## src/sv/rtt_trimmed_mean_clock_sync_macros.svh

```systemverilog
// assertion macros for the trimmed mean round trip clock sync block
// used by the top level; expects a clock and a reset signal in scope
`ifndef RTT_TRIMMED_MEAN_CLOCK_SYNC_MACROS_SVH
`define RTT_TRIMMED_MEAN_CLOCK_SYNC_MACROS_SVH
`ifndef SYNTHESIS
// same cycle implication, disabled during reset
`define RTTM_ASSERT_IMP(name, ante, cons, msg) \
   name: assert property (@(posedge clock) disable iff (reset) (ante) |-> (cons)) \
      else $error(msg);
// next cycle implication, disabled during reset
`define RTTM_ASSERT_NEXT(name, ante, cons, msg) \
   name: assert property (@(posedge clock) disable iff (reset) (ante) |=> (cons)) \
      else $error(msg);
`else
`define RTTM_ASSERT_IMP(name, ante, cons, msg)
`define RTTM_ASSERT_NEXT(name, ante, cons, msg)
`endif
`endif

```

## src/sv/rttm_pkg.sv

```systemverilog
// shared types and constants for the trimmed mean clock sync block
// no dependencies
`timescale 1ns / 1ps
`default_nettype none

package rttm_pkg;

   // width of every millisecond time value
   localparam int TIME_W = 32;

   // reciprocal bits multiplied per divider cycle
   localparam int MUL_CHUNK_W = 16;

   typedef enum logic [2:0] {
      ST_IDLE,
      ST_LOAD,
      ST_MERGE,
      ST_DIVIDE,
      ST_EMIT
   } state_type;

endpackage

`default_nettype wire

```

## src/sv/rttm_ram.sv

```systemverilog
// generic single write, single read memory with registered read data
// no dependencies
`timescale 1ns / 1ps
`default_nettype none

module rttm_ram #(
   parameter int WIDTH = 32,
   parameter int DEPTH = 8
) (
   input  logic                     clock,
   input  logic                     wr_en,
   input  logic [$clog2(DEPTH)-1:0] wr_addr,
   input  logic [WIDTH-1:0]         wr_data,
   input  logic [$clog2(DEPTH)-1:0] rd_addr,
   output logic [WIDTH-1:0]         rd_data
);

   logic [WIDTH-1:0] mem [DEPTH];
   logic [WIDTH-1:0] rd_data_ff;

   always_ff @(posedge clock) begin
      if (wr_en) begin
         mem[wr_addr] <= wr_data;
      end
      rd_data_ff <= mem[rd_addr];
   end

   assign rd_data = rd_data_ff;

endmodule

`default_nettype wire

```

## src/sv/rttm_div.sv

```systemverilog
// divider by a fixed divisor through a multiply by its rounded-up reciprocal,
// one reciprocal chunk per cycle; depends on rttm_pkg
`timescale 1ns / 1ps
`default_nettype none

module rttm_div #(
   parameter int DIVIDEND_W = 35,
   parameter int DIVISOR    = 6
) (
   input  logic                          clock,
   input  logic                          reset,
   input  logic                          start,
   input  logic [DIVIDEND_W-1:0]         dividend,
   output logic                          done,
   output logic [rttm_pkg::TIME_W-1:0]   quotient
);

   localparam int CK    = rttm_pkg::MUL_CHUNK_W;
   localparam int LOGD  = $clog2(DIVISOR);
   // exact floor for every dividend below 2**DIVIDEND_W
   localparam int SHIFT = DIVIDEND_W + LOGD;
   localparam int MW    = DIVIDEND_W + 1;
   localparam int NCH   = (MW + CK - 1) / CK;
   localparam int RPW   = NCH * CK;
   localparam int PPW   = DIVIDEND_W + CK;
   localparam int CNTW  = $clog2(NCH + 1);
   localparam longint unsigned RECIP =
      ((64'd1 << SHIFT) + 64'(DIVISOR) - 64'd1) / 64'(DIVISOR);
   localparam logic [RPW-1:0]  RECIP_C = RPW'(RECIP);
   localparam logic [CNTW-1:0] NCH_C   = CNTW'(NCH);
   localparam logic [CNTW-1:0] ONE_C   = CNTW'(1);

   logic [DIVIDEND_W-1:0]     dvd_ff;
   logic [RPW-1:0]            rcp_ff;
   logic [DIVIDEND_W-1:0]     acc_ff, acc_in;
   logic [RPW-1:0]            lo_ff, lo_in;
   logic [CNTW-1:0]           cnt_ff;
   logic                      busy_ff;
   logic                      done_ff;
   logic [PPW-1:0]            part, step;
   logic [RPW+CK-1:0]         lo_cat;
   logic [DIVIDEND_W+RPW-1:0] prod;

   // low chunk first: keep the high part, shift the settled bits out below
   assign part   = PPW'(dvd_ff) * PPW'(rcp_ff[CK-1:0]);
   assign step   = PPW'(acc_ff) + part;
   assign acc_in = step[PPW-1:CK];
   assign lo_cat = {step[CK-1:0], lo_ff};
   assign lo_in  = lo_cat[RPW+CK-1:CK];
   assign prod   = {acc_ff, lo_ff};

   always_ff @(posedge clock) begin
      if (reset) begin
         busy_ff <= 1'b0;
         done_ff <= 1'b0;
      end else begin
         done_ff <= busy_ff && (cnt_ff == ONE_C);
         if (start) begin
            busy_ff <= 1'b1;
         end else if (busy_ff && (cnt_ff == ONE_C)) begin
            busy_ff <= 1'b0;
         end
      end
   end

   always_ff @(posedge clock) begin
      if (start) begin
         dvd_ff <= dividend;
         rcp_ff <= RECIP_C;
         acc_ff <= '0;
         lo_ff  <= '0;
         cnt_ff <= NCH_C;
      end else if (busy_ff) begin
         rcp_ff <= rcp_ff >> CK;
         acc_ff <= acc_in;
         lo_ff  <= lo_in;
         cnt_ff <= cnt_ff - ONE_C;
      end
   end

   assign done     = done_ff;
   assign quotient = prod[SHIFT +: rttm_pkg::TIME_W];

endmodule

`default_nettype wire

```

## src/sv/rtt_trimmed_mean_clock_sync.sv

```systemverilog
// top level of the trimmed mean round trip time clock offset estimator
// depends on rttm_pkg, rttm_ram, rttm_div and the assertion macro header
//
// usage
//  - req channel: one time response item per handshake (local receive time,
//    echoed request time, server time, all in ms); taken when req_valid is
//    high and req_stall is low; req_stall stays high while an item is in work
//  - rsp channel: one result item per request item (round trip, mean round
//    trip, server clock delta, window full flag), held in an output register
//    until rsp_valid meets a low rsp_stall
//  - the round trips live in a ring memory; a second memory holds a sorted
//    copy in two banks, rebuilt each item by one merge pass that drops the
//    oldest value once the window is full and inserts the new one while summing the kept span
//  - steps per item: take it, load the value leaving the ring, one merge
//    pass over the sorted entries, the reciprocal multiply once the window
//    is full, then filling the output register; the merge pass over the
//    sorted memory takes most of an item's time
//  - a finished result may wait on rsp_stall while the next item is taken;
//    that item waits at the end of its work until the output register frees
//  - reset (synchronous) empties the window and the output register; memory
//    contents are not cleared, stale entries are never read
`timescale 1ns / 1ps
`default_nettype none
`include "rtt_trimmed_mean_clock_sync_macros.svh"

module rtt_trimmed_mean_clock_sync #(
   parameter int WINDOW            = 8,
   parameter int OUTLIERS_PER_SIDE = 1
) (
   input  logic                              clock,
   input  logic                              reset,
   // request channel
   input  logic                              req_valid,
   output logic                              req_stall,
   input  logic [rttm_pkg::TIME_W-1:0]       req_local_time_ms,
   input  logic [rttm_pkg::TIME_W-1:0]       req_request_time_ms,
   input  logic [rttm_pkg::TIME_W-1:0]       req_server_time_ms,
   // response channel
   output logic                              rsp_valid,
   input  logic                              rsp_stall,
   output logic [rttm_pkg::TIME_W-1:0]       rsp_rtt_ms,
   output logic [rttm_pkg::TIME_W-1:0]       rsp_mean_rtt_ms,
   output logic [rttm_pkg::TIME_W-1:0]       rsp_server_delta_ms,
   output logic                              rsp_window_full
);

   localparam int TW      = rttm_pkg::TIME_W;
   localparam int IW      = $clog2(WINDOW);           // ring / sorted index
   localparam int CW      = $clog2(WINDOW + 1);       // counts up to WINDOW
   localparam int SW      = IW + TW;                  // full precision sum
   localparam int TRIM_LO = OUTLIERS_PER_SIDE;
   localparam int TRIM_HI = WINDOW - OUTLIERS_PER_SIDE;
   // nothing kept leaves an empty sum, so any divisor gives zero
   localparam int DIVISOR = (2 * OUTLIERS_PER_SIDE >= WINDOW) ?
                            1 : (WINDOW - 2 * OUTLIERS_PER_SIDE);
   localparam int SRT_DEPTH = 2 ** (IW + 1);
   localparam logic [CW-1:0] W_C        = CW'(WINDOW);
   localparam logic [CW-1:0] W_M1_C     = CW'(WINDOW - 1);
   localparam logic [IW-1:0] LAST_IDX_C = IW'(WINDOW - 1);

   // control state
   rttm_pkg::state_type state_ff, state_in;
   logic [CW-1:0] fill_ff, fill_in;      // valid round trips in the window
   logic [IW-1:0] oldest_ff, oldest_in;  // ring slot the next round trip takes
   logic          bank_ff, bank_in;      // sorted bank holding the live list
   logic          rsp_valid_ff, rsp_valid_in;

   // per item working registers
   logic [TW-1:0] rtt_ff;                // local minus request
   logic [TW-1:0] srv_ff;                // server minus request
   logic [TW-1:0] old_ff;                // value leaving the window
   logic [CW-1:0] j_ff, j_in;            // read position in the live list
   logic [IW-1:0] p_ff;                  // write position in the new list
   logic [SW-1:0] sum_ff, sum_in;
   logic          ins_pend_ff;           // new round trip not yet placed
   logic          del_pend_ff;           // oldest value not yet dropped
   logic [TW-1:0] mean_ff;
   logic          full_ff;

   // output register
   logic [TW-1:0] rsp_rtt_ff, rsp_mean_ff, rsp_delta_ff;
   logic          rsp_full_ff;

   // memory ports
   logic [TW-1:0] ring_rd;
   logic          ring_we;
   logic [TW-1:0] srt_rd;
   logic          srt_we;
   logic [IW:0]   srt_rd_addr;
   logic [IW:0]   srt_wr_addr;
   logic [TW-1:0] srt_wr_data;

   // merge datapath
   logic full_old, new_full, src_avail, skip, take_ins, take_src, last_out;
   logic in_trim, merge_done, req_acc, emit_load;
   logic          div_start, div_done;
   logic [TW-1:0] div_q;

   assign req_acc   = req_valid && !req_stall;
   assign emit_load = (state_ff == rttm_pkg::ST_EMIT) && (!rsp_valid_ff || !rsp_stall);

   // window status before this item lands and after it
   assign full_old = (fill_ff == W_C);
   assign new_full = full_old || (fill_ff == W_M1_C);

   // one merge step: drop the oldest once, else emit the smaller head
   assign src_avail = (j_ff < fill_ff);
   assign skip      = src_avail && del_pend_ff && (srt_rd == old_ff);
   assign take_ins  = !skip && ins_pend_ff && (!src_avail || (rtt_ff <= srt_rd));
   assign take_src  = !skip && !take_ins;
   assign srt_wr_data = take_ins ? rtt_ff : srt_rd;
   assign last_out  = full_old ? (p_ff == LAST_IDX_C) : (p_ff == fill_ff[IW-1:0]);
   assign in_trim   = (int'(p_ff) >= TRIM_LO) && (int'(p_ff) < TRIM_HI);
   assign merge_done = srt_we && last_out;

   assign j_in   = j_ff + CW'(skip || take_src);
   assign sum_in = sum_ff + ((srt_we && in_trim) ? SW'(srt_wr_data) : SW'(0));

   assign srt_rd_addr = (state_ff == rttm_pkg::ST_MERGE) ?
                        {bank_ff, j_in[IW-1:0]} : {bank_ff, IW'(0)};
   assign srt_wr_addr = {~bank_ff, p_ff};

   // next state
   always_comb begin
      state_in = state_ff;
      case (state_ff)
         rttm_pkg::ST_IDLE: begin
            if (req_valid) state_in = rttm_pkg::ST_LOAD;
         end
         rttm_pkg::ST_LOAD: begin
            state_in = rttm_pkg::ST_MERGE;
         end
         rttm_pkg::ST_MERGE: begin
            if (merge_done) state_in = new_full ? rttm_pkg::ST_DIVIDE : rttm_pkg::ST_EMIT;
         end
         rttm_pkg::ST_DIVIDE: begin
            if (div_done) state_in = rttm_pkg::ST_EMIT;
         end
         rttm_pkg::ST_EMIT: begin
            if (emit_load) state_in = rttm_pkg::ST_IDLE;
         end
         default: begin
            state_in = rttm_pkg::ST_IDLE;
         end
      endcase
   end

   // state outputs
   always_comb begin
      req_stall = 1'b1;
      ring_we   = 1'b0;
      srt_we    = 1'b0;
      case (state_ff)
         rttm_pkg::ST_IDLE: begin
            req_stall = 1'b0;
         end
         rttm_pkg::ST_LOAD: begin
            ring_we = 1'b1;
         end
         rttm_pkg::ST_MERGE: begin
            srt_we = !skip;
         end
         default: begin
            req_stall = 1'b1;
         end
      endcase
   end

   assign div_start = merge_done && new_full;

   // window bookkeeping advances when the new sorted list is complete
   always_comb begin
      fill_in   = fill_ff;
      oldest_in = oldest_ff;
      bank_in   = bank_ff;
      if (merge_done) begin
         if (!full_old) fill_in = fill_ff + CW'(1);
         oldest_in = (oldest_ff == LAST_IDX_C) ? IW'(0) : oldest_ff + IW'(1);
         bank_in   = ~bank_ff;
      end
   end

   assign rsp_valid_in = emit_load || (rsp_valid_ff && rsp_stall);

   always_ff @(posedge clock) begin
      if (reset) begin
         state_ff     <= rttm_pkg::ST_IDLE;
         fill_ff      <= '0;
         oldest_ff    <= '0;
         bank_ff      <= 1'b0;
         rsp_valid_ff <= 1'b0;
      end else begin
         state_ff     <= state_in;
         fill_ff      <= fill_in;
         oldest_ff    <= oldest_in;
         bank_ff      <= bank_in;
         rsp_valid_ff <= rsp_valid_in;
      end
   end

   // payload registers
   always_ff @(posedge clock) begin
      if (req_acc) begin
         rtt_ff <= req_local_time_ms - req_request_time_ms;
         srv_ff <= req_server_time_ms - req_request_time_ms;
      end
      if (state_ff == rttm_pkg::ST_LOAD) begin
         old_ff      <= ring_rd;
         j_ff        <= '0;
         p_ff        <= '0;
         sum_ff      <= '0;
         ins_pend_ff <= 1'b1;
         del_pend_ff <= full_old;
      end
      if (state_ff == rttm_pkg::ST_MERGE) begin
         j_ff   <= j_in;
         sum_ff <= sum_in;
         if (srt_we) p_ff <= p_ff + IW'(1);
         if (take_ins) ins_pend_ff <= 1'b0;
         if (skip) del_pend_ff <= 1'b0;
      end
      if (merge_done) begin
         full_ff <= new_full;
         mean_ff <= rtt_ff;
      end
      if (div_done) begin
         mean_ff <= div_q;
      end
      if (emit_load) begin
         rsp_rtt_ff   <= rtt_ff;
         rsp_mean_ff  <= mean_ff;
         rsp_delta_ff <= srv_ff - {1'b0, mean_ff[TW-1:1]};
         rsp_full_ff  <= full_ff;
      end
   end

   // ring of round trips in arrival order
   rttm_ram #(
      .WIDTH (TW),
      .DEPTH (WINDOW)
   ) u_ring (
      .clock   (clock),
      .wr_en   (ring_we),
      .wr_addr (oldest_ff),
      .wr_data (rtt_ff),
      .rd_addr (oldest_ff),
      .rd_data (ring_rd)
   );

   // sorted copy, two banks: read the live one, write the other
   rttm_ram #(
      .WIDTH (TW),
      .DEPTH (SRT_DEPTH)
   ) u_sorted (
      .clock   (clock),
      .wr_en   (srt_we),
      .wr_addr (srt_wr_addr),
      .wr_data (srt_wr_data),
      .rd_addr (srt_rd_addr),
      .rd_data (srt_rd)
   );

   rttm_div #(
      .DIVIDEND_W (SW),
      .DIVISOR    (DIVISOR)
   ) u_div (
      .clock    (clock),
      .reset    (reset),
      .start    (div_start),
      .dividend (sum_in),
      .done     (div_done),
      .quotient (div_q)
   );

   assign rsp_valid           = rsp_valid_ff;
   assign rsp_rtt_ms          = rsp_rtt_ff;
   assign rsp_mean_rtt_ms     = rsp_mean_ff;
   assign rsp_server_delta_ms = rsp_delta_ff;
   assign rsp_window_full     = rsp_full_ff;

   // merge never runs past the end of both sources
   `RTTM_ASSERT_IMP(a_merge_source, state_ff == rttm_pkg::ST_MERGE, src_avail || ins_pend_ff, "merge ran dry")
   // fill count never passes the window size
   `RTTM_ASSERT_IMP(a_fill_bound, 1'b1, fill_ff <= W_C, "fill count beyond window")
   // a full window stays full
   `RTTM_ASSERT_NEXT(a_full_sticky, fill_ff == W_C, fill_ff == W_C, "window lost fill")
   // divider answers only while the block waits for it
   `RTTM_ASSERT_IMP(a_div_state, div_done, state_ff == rttm_pkg::ST_DIVIDE, "stray divider result")

endmodule

`default_nettype wire

```

## config.mk

```make
export PLATFORM = sky130hd
export DESIGN_NAME = rtt_trimmed_mean_clock_sync
export DESIGN_NICKNAME = d
export VERILOG_FILES = /design/src/sv/rttm_pkg.sv /design/src/sv/rttm_ram.sv /design/src/sv/rttm_div.sv /design/src/sv/rtt_trimmed_mean_clock_sync.sv
export VERILOG_INCLUDE_DIRS = /design/src /design/src/sv
export SDC_FILE = /design/constraint.sdc
export NUM_CORES = 2
export LEC_CHECK = 0
export ABC_AREA = 0
export BUFFER_PORTS_ARGS = -buffer_cell sky130_fd_sc_hd__clkbuf_2
export CAP_MARGIN = 40
export CORE_MARGIN = 5
export CORE_UTILIZATION = 45
export DETAILED_ROUTE_END_ITERATION = 8
export GPL_ROUTABILITY_DRIVEN = 0
export GPL_TIMING_DRIVEN = 0
export PLACE_DENSITY = 0.6
export SYNTH_ARGS = -nofsm -noshare
export SYNTH_HDL_FRONTEND = slang
export SYNTH_HIERARCHICAL = 1
export SYNTH_SLANG_ARGS = --single-unit
```

## constraint.sdc

```tcl
create_clock -name clock -period 16.1 [get_ports clock]
set_input_delay 1.61 -clock clock [delete_from_list [all_inputs] [get_ports clock]]
set_output_delay 1.61 -clock clock [all_outputs]
set_load 0.03 [all_outputs]
```

## Yosys cells after proc, flatten, opt, wreduce, memory -nomap -nowiden

Memory sizes are Yosys's and may differ from the RTL's. A register that Yosys moved wholly into a read port is not among the register bits.
Index checks and enable logic that the tools add are counted.

| storage, ports and cells | value |
|---|---|
| register bits after elaboration | 423 |
| RAM bits | 768 |
| input bits | 100 |
| logic and storage cells | 124 |
| memories | 2 |

Memories:

| memory | depth | bits a word | read ports | clocked after memory_dff | wr ports | RTL line | text |
|---|---|---|---|---|---|---|---|
| u_sorted.mem | 16 | 32 | 1 | 1 | 1 | rttm_ram.sv:18 | `logic [WIDTH-1:0] mem [DEPTH];` |
| u_ring.mem | 8 | 32 | 1 | 1 | 1 | rttm_ram.sv:18 |  |

| operators by class | value |
|---|---|
| add/sub/neg operators | 10 |
| $mul | 1 |
| $lt $le $gt $ge | 4 |
| eq/ne operators | 15 |
| mux-type cells | 35 |
| bitwise operators | 2 |
| reductions and logical operators | 29 |

Operators by type and width:

| kind | number |
|---|---|
| 32-bit 2-to-1 mux | 4 |
| 35-bit 2-to-1 mux | 2 |
| 32-bit subtractor | 2 |
| 35-bit by 51-bit adder with 51-bit output | 1 |
| 35-bit by 16-bit multiplier with 51-bit output | 1 |
| 35-bit by 32-bit adder with 35-bit output | 1 |
| 32-bit equality test | 1 |
| 32-bit less-or-equal comparator | 1 |
| 32-bit by 31-bit subtractor with 32-bit output | 1 |
| 3-bit 2-to-1 mux | 10 |
| 1-bit 2-to-1 mux | 16 |
| 3-bit case mux with 5 select lines | 1 |
| 1-bit logical AND | 13 |
| 3-bit equality test (second input constant) | 3 |
| 4-bit 2-to-1 mux | 2 |
| 3-bit by 1-bit adder with 3-bit output (second input constant) | 2 |
| 3-bit by 2-bit equality test with 1-bit output (second input constant) | 2 |
| 2-bit != test (second input constant) | 3 |
| 2-bit nonzero test | 3 |
| 1-bit zero test | 5 |
| 1-bit logical OR | 5 |
| 4-bit by 1-bit adder with 4-bit output | 1 |
| 4-bit by 1-bit adder with 4-bit output (second input constant) | 1 |
| 4-bit by 3-bit equality test with 1-bit output (second input constant) | 1 |
| 13 further kinds | 14 |

## Depth between registers and ports, before layout

| logic depth | value |
|---|---|
| depth after elaboration | 11 |
| mapped depth | 25 |
| gate-level depth less buffers | 23 |

## By module

Netlist, hierarchy kept.

By module, submodules not included:

| module | times used | cells an instance | area an instance (um^2) | seq. area each (um^2) |
|---|---|---|---|---|
| rttm_ram at u_sorted | 1 | 838 | 19854.0 | 16015.4 |
| rtt_trimmed_mean_clock_sync | 1 | 1615 | 17849.6 | 8298.0 |
| rttm_div | 1 | 1626 | 15172.1 | 2092.0 |
| rttm_ram at u_ring | 1 | 415 | 10466.3 | 8328.0 |

## Worst setup path before layout

Ideal clock, no wire load.

| timing path | value |
|---|---|
| path kind | input to register |
| start point | input port rsp_stall |
| end point | register rsp_mean_ff[0], in the netlist rsp_mean_rtt_ms[0] (enable) |
| setup time | 0.585 ns |
| data arrival time | 6.193 ns |
| data required time | 15.515 ns |
| setup slack | 9.323 ns |
| cell stages on the path | 1 |
| buffers on the path | 0 |
| cells stage by stage | a21oi_1 |

| between the ends | value |
|---|---|
| cells in the longest elaborated chain, start to end | 3 |

Ends and longest elaborated chain:

| element | RTL line | text |
|---|---|---|
| start: declaration | rtt_trimmed_mean_clock_sync.sv:40 | `input logic rsp_stall,` |
| 1-bit zero test | rtt_trimmed_mean_clock_sync.sv:100 | `assign emit_load = (state_ff == rttm_pkg::ST_EMIT) && (!rsp_valid_ff \|\| !rsp_stall);` |
| 1-bit logical OR | rtt_trimmed_mean_clock_sync.sv:100 |  |
| 1-bit logical AND | rtt_trimmed_mean_clock_sync.sv:100 |  |
| end signal: assignment | rtt_trimmed_mean_clock_sync.sv:231 | `rsp_mean_ff <= mean_ff;` |
| end: declaration | rtt_trimmed_mean_clock_sync.sv:81 | `logic [TW-1:0] rsp_rtt_ff, rsp_mean_ff, rsp_delta_ff;` |

Every way passes these cells.
A chain may end at the register's enable or synchronous reset.

==> flow_metrics.env <==
export IMPL_hp_class="reg -> reg"
export IMPL_drtIter0Drc=3362
export IMPL_coreArea_um2=139700
export IMPL_cts_max_path_buffers=3
export IMPL_rows=137
export IMPL_max_freq_ghz=0.1429
export IMPL_htreeDepth=4
export IMPL_critical_path_peak_fanout=10
export IMPL_chipHeight_um=385.2
export IMPL_syn2layout_area_growth_pct=13.87
export IMPL_initial_core_util=0.4534
export IMPL_die_w_um=385.2
export IMPL_wl_per_cell_um=23.66
export IMPL_ctsRootBufferMaster="clkbuf_16"
export IMPL_layout_commonest_cell="edfxtp_1"
export IMPL_finalHoldViolCount=0
export IMPL_skew_ps=47.95
export IMPL_synthFlopType="edfxtp_1"
export IMPL_synth_net_count=5224
export IMPL_cp_start_kind="flip-flop"
export IMPL_avgViaCountPerCell=5.467
export IMPL_grt_first_pass_wirelength_mm=241.0
export IMPL_ioPinCount=199
export IMPL_status="complete, no violations"
export IMPL_finalNetCount=5612
export IMPL_drtPass1Iterations=6
export IMPL_routed_wl_mm=162.4
export IMPL_grt_pass1_vias=37442
export IMPL_setup_tns_ps=0
export IMPL_antenna_found_initial=8
export IMPL_worstSetupEndpointType="flip-flop"
export IMPL_ys_ff_latch=1201
export IMPL_dp_slack_ps=9183
export IMPL_grt_max_degree=39
export IMPL_async_flop_share=0
export IMPL_die_area_um2=148400
export IMPL_postSynthCellCount=4494
export IMPL_grt_use_total=0.2197
export IMPL_relSlewSlack=0.3853
export IMPL_vias=37532
export IMPL_cts_made_buffers=130
export IMPL_irDropWorstVdd_mv=0.1204
export IMPL_drc=0
export IMPL_clock_sinks=1201
export IMPL_avgSynthCellArea_um2=14.09
export IMPL_clock_latency_ps=770
export IMPL_synth_area_um2=63340
export IMPL_synth_edf_count=1068
export IMPL_period_share=0.4346
export IMPL_slew_viol_final=0
export IMPL_cts_hold_buf=0
export IMPL_numPortBuffers=198
export IMPL_crit_arrival_ps=7610
export IMPL_cts_resized=0
export IMPL_drive_gt1_frac=0.1632
export IMPL_fin_crit_ps=6997
export IMPL_cap_violations=0
export IMPL_synth_cell_types=94
export IMPL_fin_ws_ps=9103
export IMPL_leakage_nw=28.59
export IMPL_p_per_area_nw_per_um2=146.8
export IMPL_final_cell_mix="edfxtp_1 (1068), inv_1 (594), ha_1 (390)"
export IMPL_cts_tree="built"
export IMPL_path_clk_slew_ps=60
export IMPL_rsz0062_at_grt="false"
export IMPL_dp_hpwl_mm=121.1
export IMPL_seq_area_frac_synth=0.5483
export IMPL_tightest_slew_ps=922.1
export IMPL_setup_viol=0
export IMPL_yosysWarnings=6
export IMPL_postCtsSetupRepairBufs=0
export IMPL_cp_required_ps=16710
export IMPL_postRouteAntennaNets=0
export IMPL_overflow=0
export IMPL_path_class="reg -> reg"
export IMPL_fillers=11737
-- cell families (layout without fill, tap and decap cells) --
family / count (synthesis) / after routing / share of synthesized area
compound gates: 619 / 619 / 0.06635
xor+xnor: 224 / 224 / 0.03097
fa+ha+maj: 630 / 630 / 0.1529
buf+inv: 742 / 1236 / 0.04755
flops: 1201 / 1201 / 0.5483
mux: 321 / 321 / 0.09288
other cells: 0 / 1 / 0
simple gates: 757 / 757 / 0.06102
-- area by class of cell --
class | instances | area (µm²) | area share
plain buffers | 147 | 778.2 | 0.01079
clock buffers | 166 | 3480 | 0.04824
well taps | 1876 | 2347 | 0.03254
multi-input cells | 2551 | 25790 | 0.3576
inverters | 595 | 2233 | 0.03096
flip-flops and latches | 1201 | 34730 | 0.4815
clock inverters | 72 | 765.7 | 0.01062
repair buffers | 256 | 1999 | 0.02772
diodes | 1 | 2.502 | 0.00003469
-- path summary, 6_finish.rpt --
path | start | endpoint | slack (ps) | cells after the start
min | u_ring/rd_data[28] | old_ff[28] | 360 | 0
min reg2reg | u_ring/rd_data[28] | old_ff[28] | 360 | 0
max reg2reg | u_div/rcp_ff[19] | u_div/acc_ff[33] | 9100 | 24
max | u_div/rcp_ff[19] | u_div/acc_ff[33] | 9100 | 24
-- through the flow --
step | cells | instance area [µm²] | power (W) | hold WS (ps) | utilization
2_1_floorplan | 4494 | 63340 | 0.006498 | 385.5 | -
3_3_place_gp | 6568 | 66680 | 0.007561 | 388.9 | 0.4773
3_5_place_dp | 6624 | 67850 | 0.007695 | 391.4 | 0.4857
4_1_cts | 6862 | 72100 | 0.01068 | 366.6 | 0.5161
5_1_grt | 6864 | 72130 | 0.01109 | 380.6 | 0.5163
6_report | 6865 | 72130 | 0.01059 | 363.6 | 0.5163
-- report_power, final --
part	total, W	internal, W	switching [W]
Sequential	0.00464	0.00429	0.000352
Clock	0.00296	0.00171	0.00125
Combinational	0.00299	0.00113	0.00186
-- state kept, by name, summed over array words and instances, names as in the netlist, 32 cells and up --
register             cells
mean_ff                 32
old_ff                  32
rsp_mean_rtt_ms         32
rsp_rtt_ms              32
rsp_server_delta_ms     32
rtt_ff                  32
srv_ff                  32
sum_ff                  35
u_div/acc_ff            35
u_div/dvd_ff            35
u_ring/mem             256
u_ring/rd_data          32
u_sorted/mem           512
u_sorted/rd_data        32
-- layer usage --
| metal | global-route usage | share of wire | wire length, µm |
|---|---|---|---|
| met1 | 0.3115 | 0.44 | 71630 |
| met2 | 0.3533 | 0.47 | 76790 |
| met3 | 0.03688 | 0.062 | 10050 |
| met4 | 0.06002 | 0.024 | 3929 |
| met5 | 0 | 0 | 0 |
-- cells in the mapped netlist, types with 16 or more instances --
cell | n | area share
a211oi_1 | 17 | 0.0020
a21o_1 | 89 | 0.011
a21oi_1 | 169 | 0.013
a22oi_1 | 65 | 0.0077
a31oi_1 | 25 | 0.0025
and2_1 | 122 | 0.012
and3_1 | 35 | 0.0035
buf_1 | 16 | 0.00095
buf_2 | 19 | 0.0015
buf_4 | 36 | 0.0043
clkbuf_1 | 67 | 0.0040
dfxtp_1 | 133 | 0.042
edfxtp_1 | 1068 | 0.51
fa_1 | 240 | 0.076
ha_1 | 390 | 0.077
inv_1 | 594 | 0.035
mux2_1 | 30 | 0.0053
mux2_2 | 64 | 0.011
mux2i_1 | 35 | 0.0055
mux4_1 | 40 | 0.017
mux4_2 | 152 | 0.054
nand2_1 | 210 | 0.012
nand2b_1 | 29 | 0.0029
nand3_1 | 41 | 0.0032
nand4_1 | 38 | 0.0038
nor2_1 | 152 | 0.0090
nor2b_1 | 48 | 0.0047
nor3_1 | 24 | 0.0019
o21a_1 | 31 | 0.0037
o21ai_0 | 69 | 0.0055
o21ai_1 | 31 | 0.0024
xnor2_1 | 142 | 0.020
xor2_1 | 82 | 0.011
-- critical path, cell delays in order (launching register included) --
cell      delay (ps)
dfxtp_1          440
clkbuf_1         430
clkbuf_1         630
nand2_1          190
inv_1            190
ha_1             270
ha_1             280
inv_1             60
fa_1             470
inv_1             50
fa_1             450
fa_1             490
inv_1             50
fa_1             500
inv_1             50
ha_1             330
a21o_1           230
a211o_1          280
a311oi_2         320
o211ai_1         140
a21oi_2          230
nor4b_2          110
or4_1            480
nand3_1          100
a21oi_1           70
Note: power is estimated with default switching activity, not from simulation.
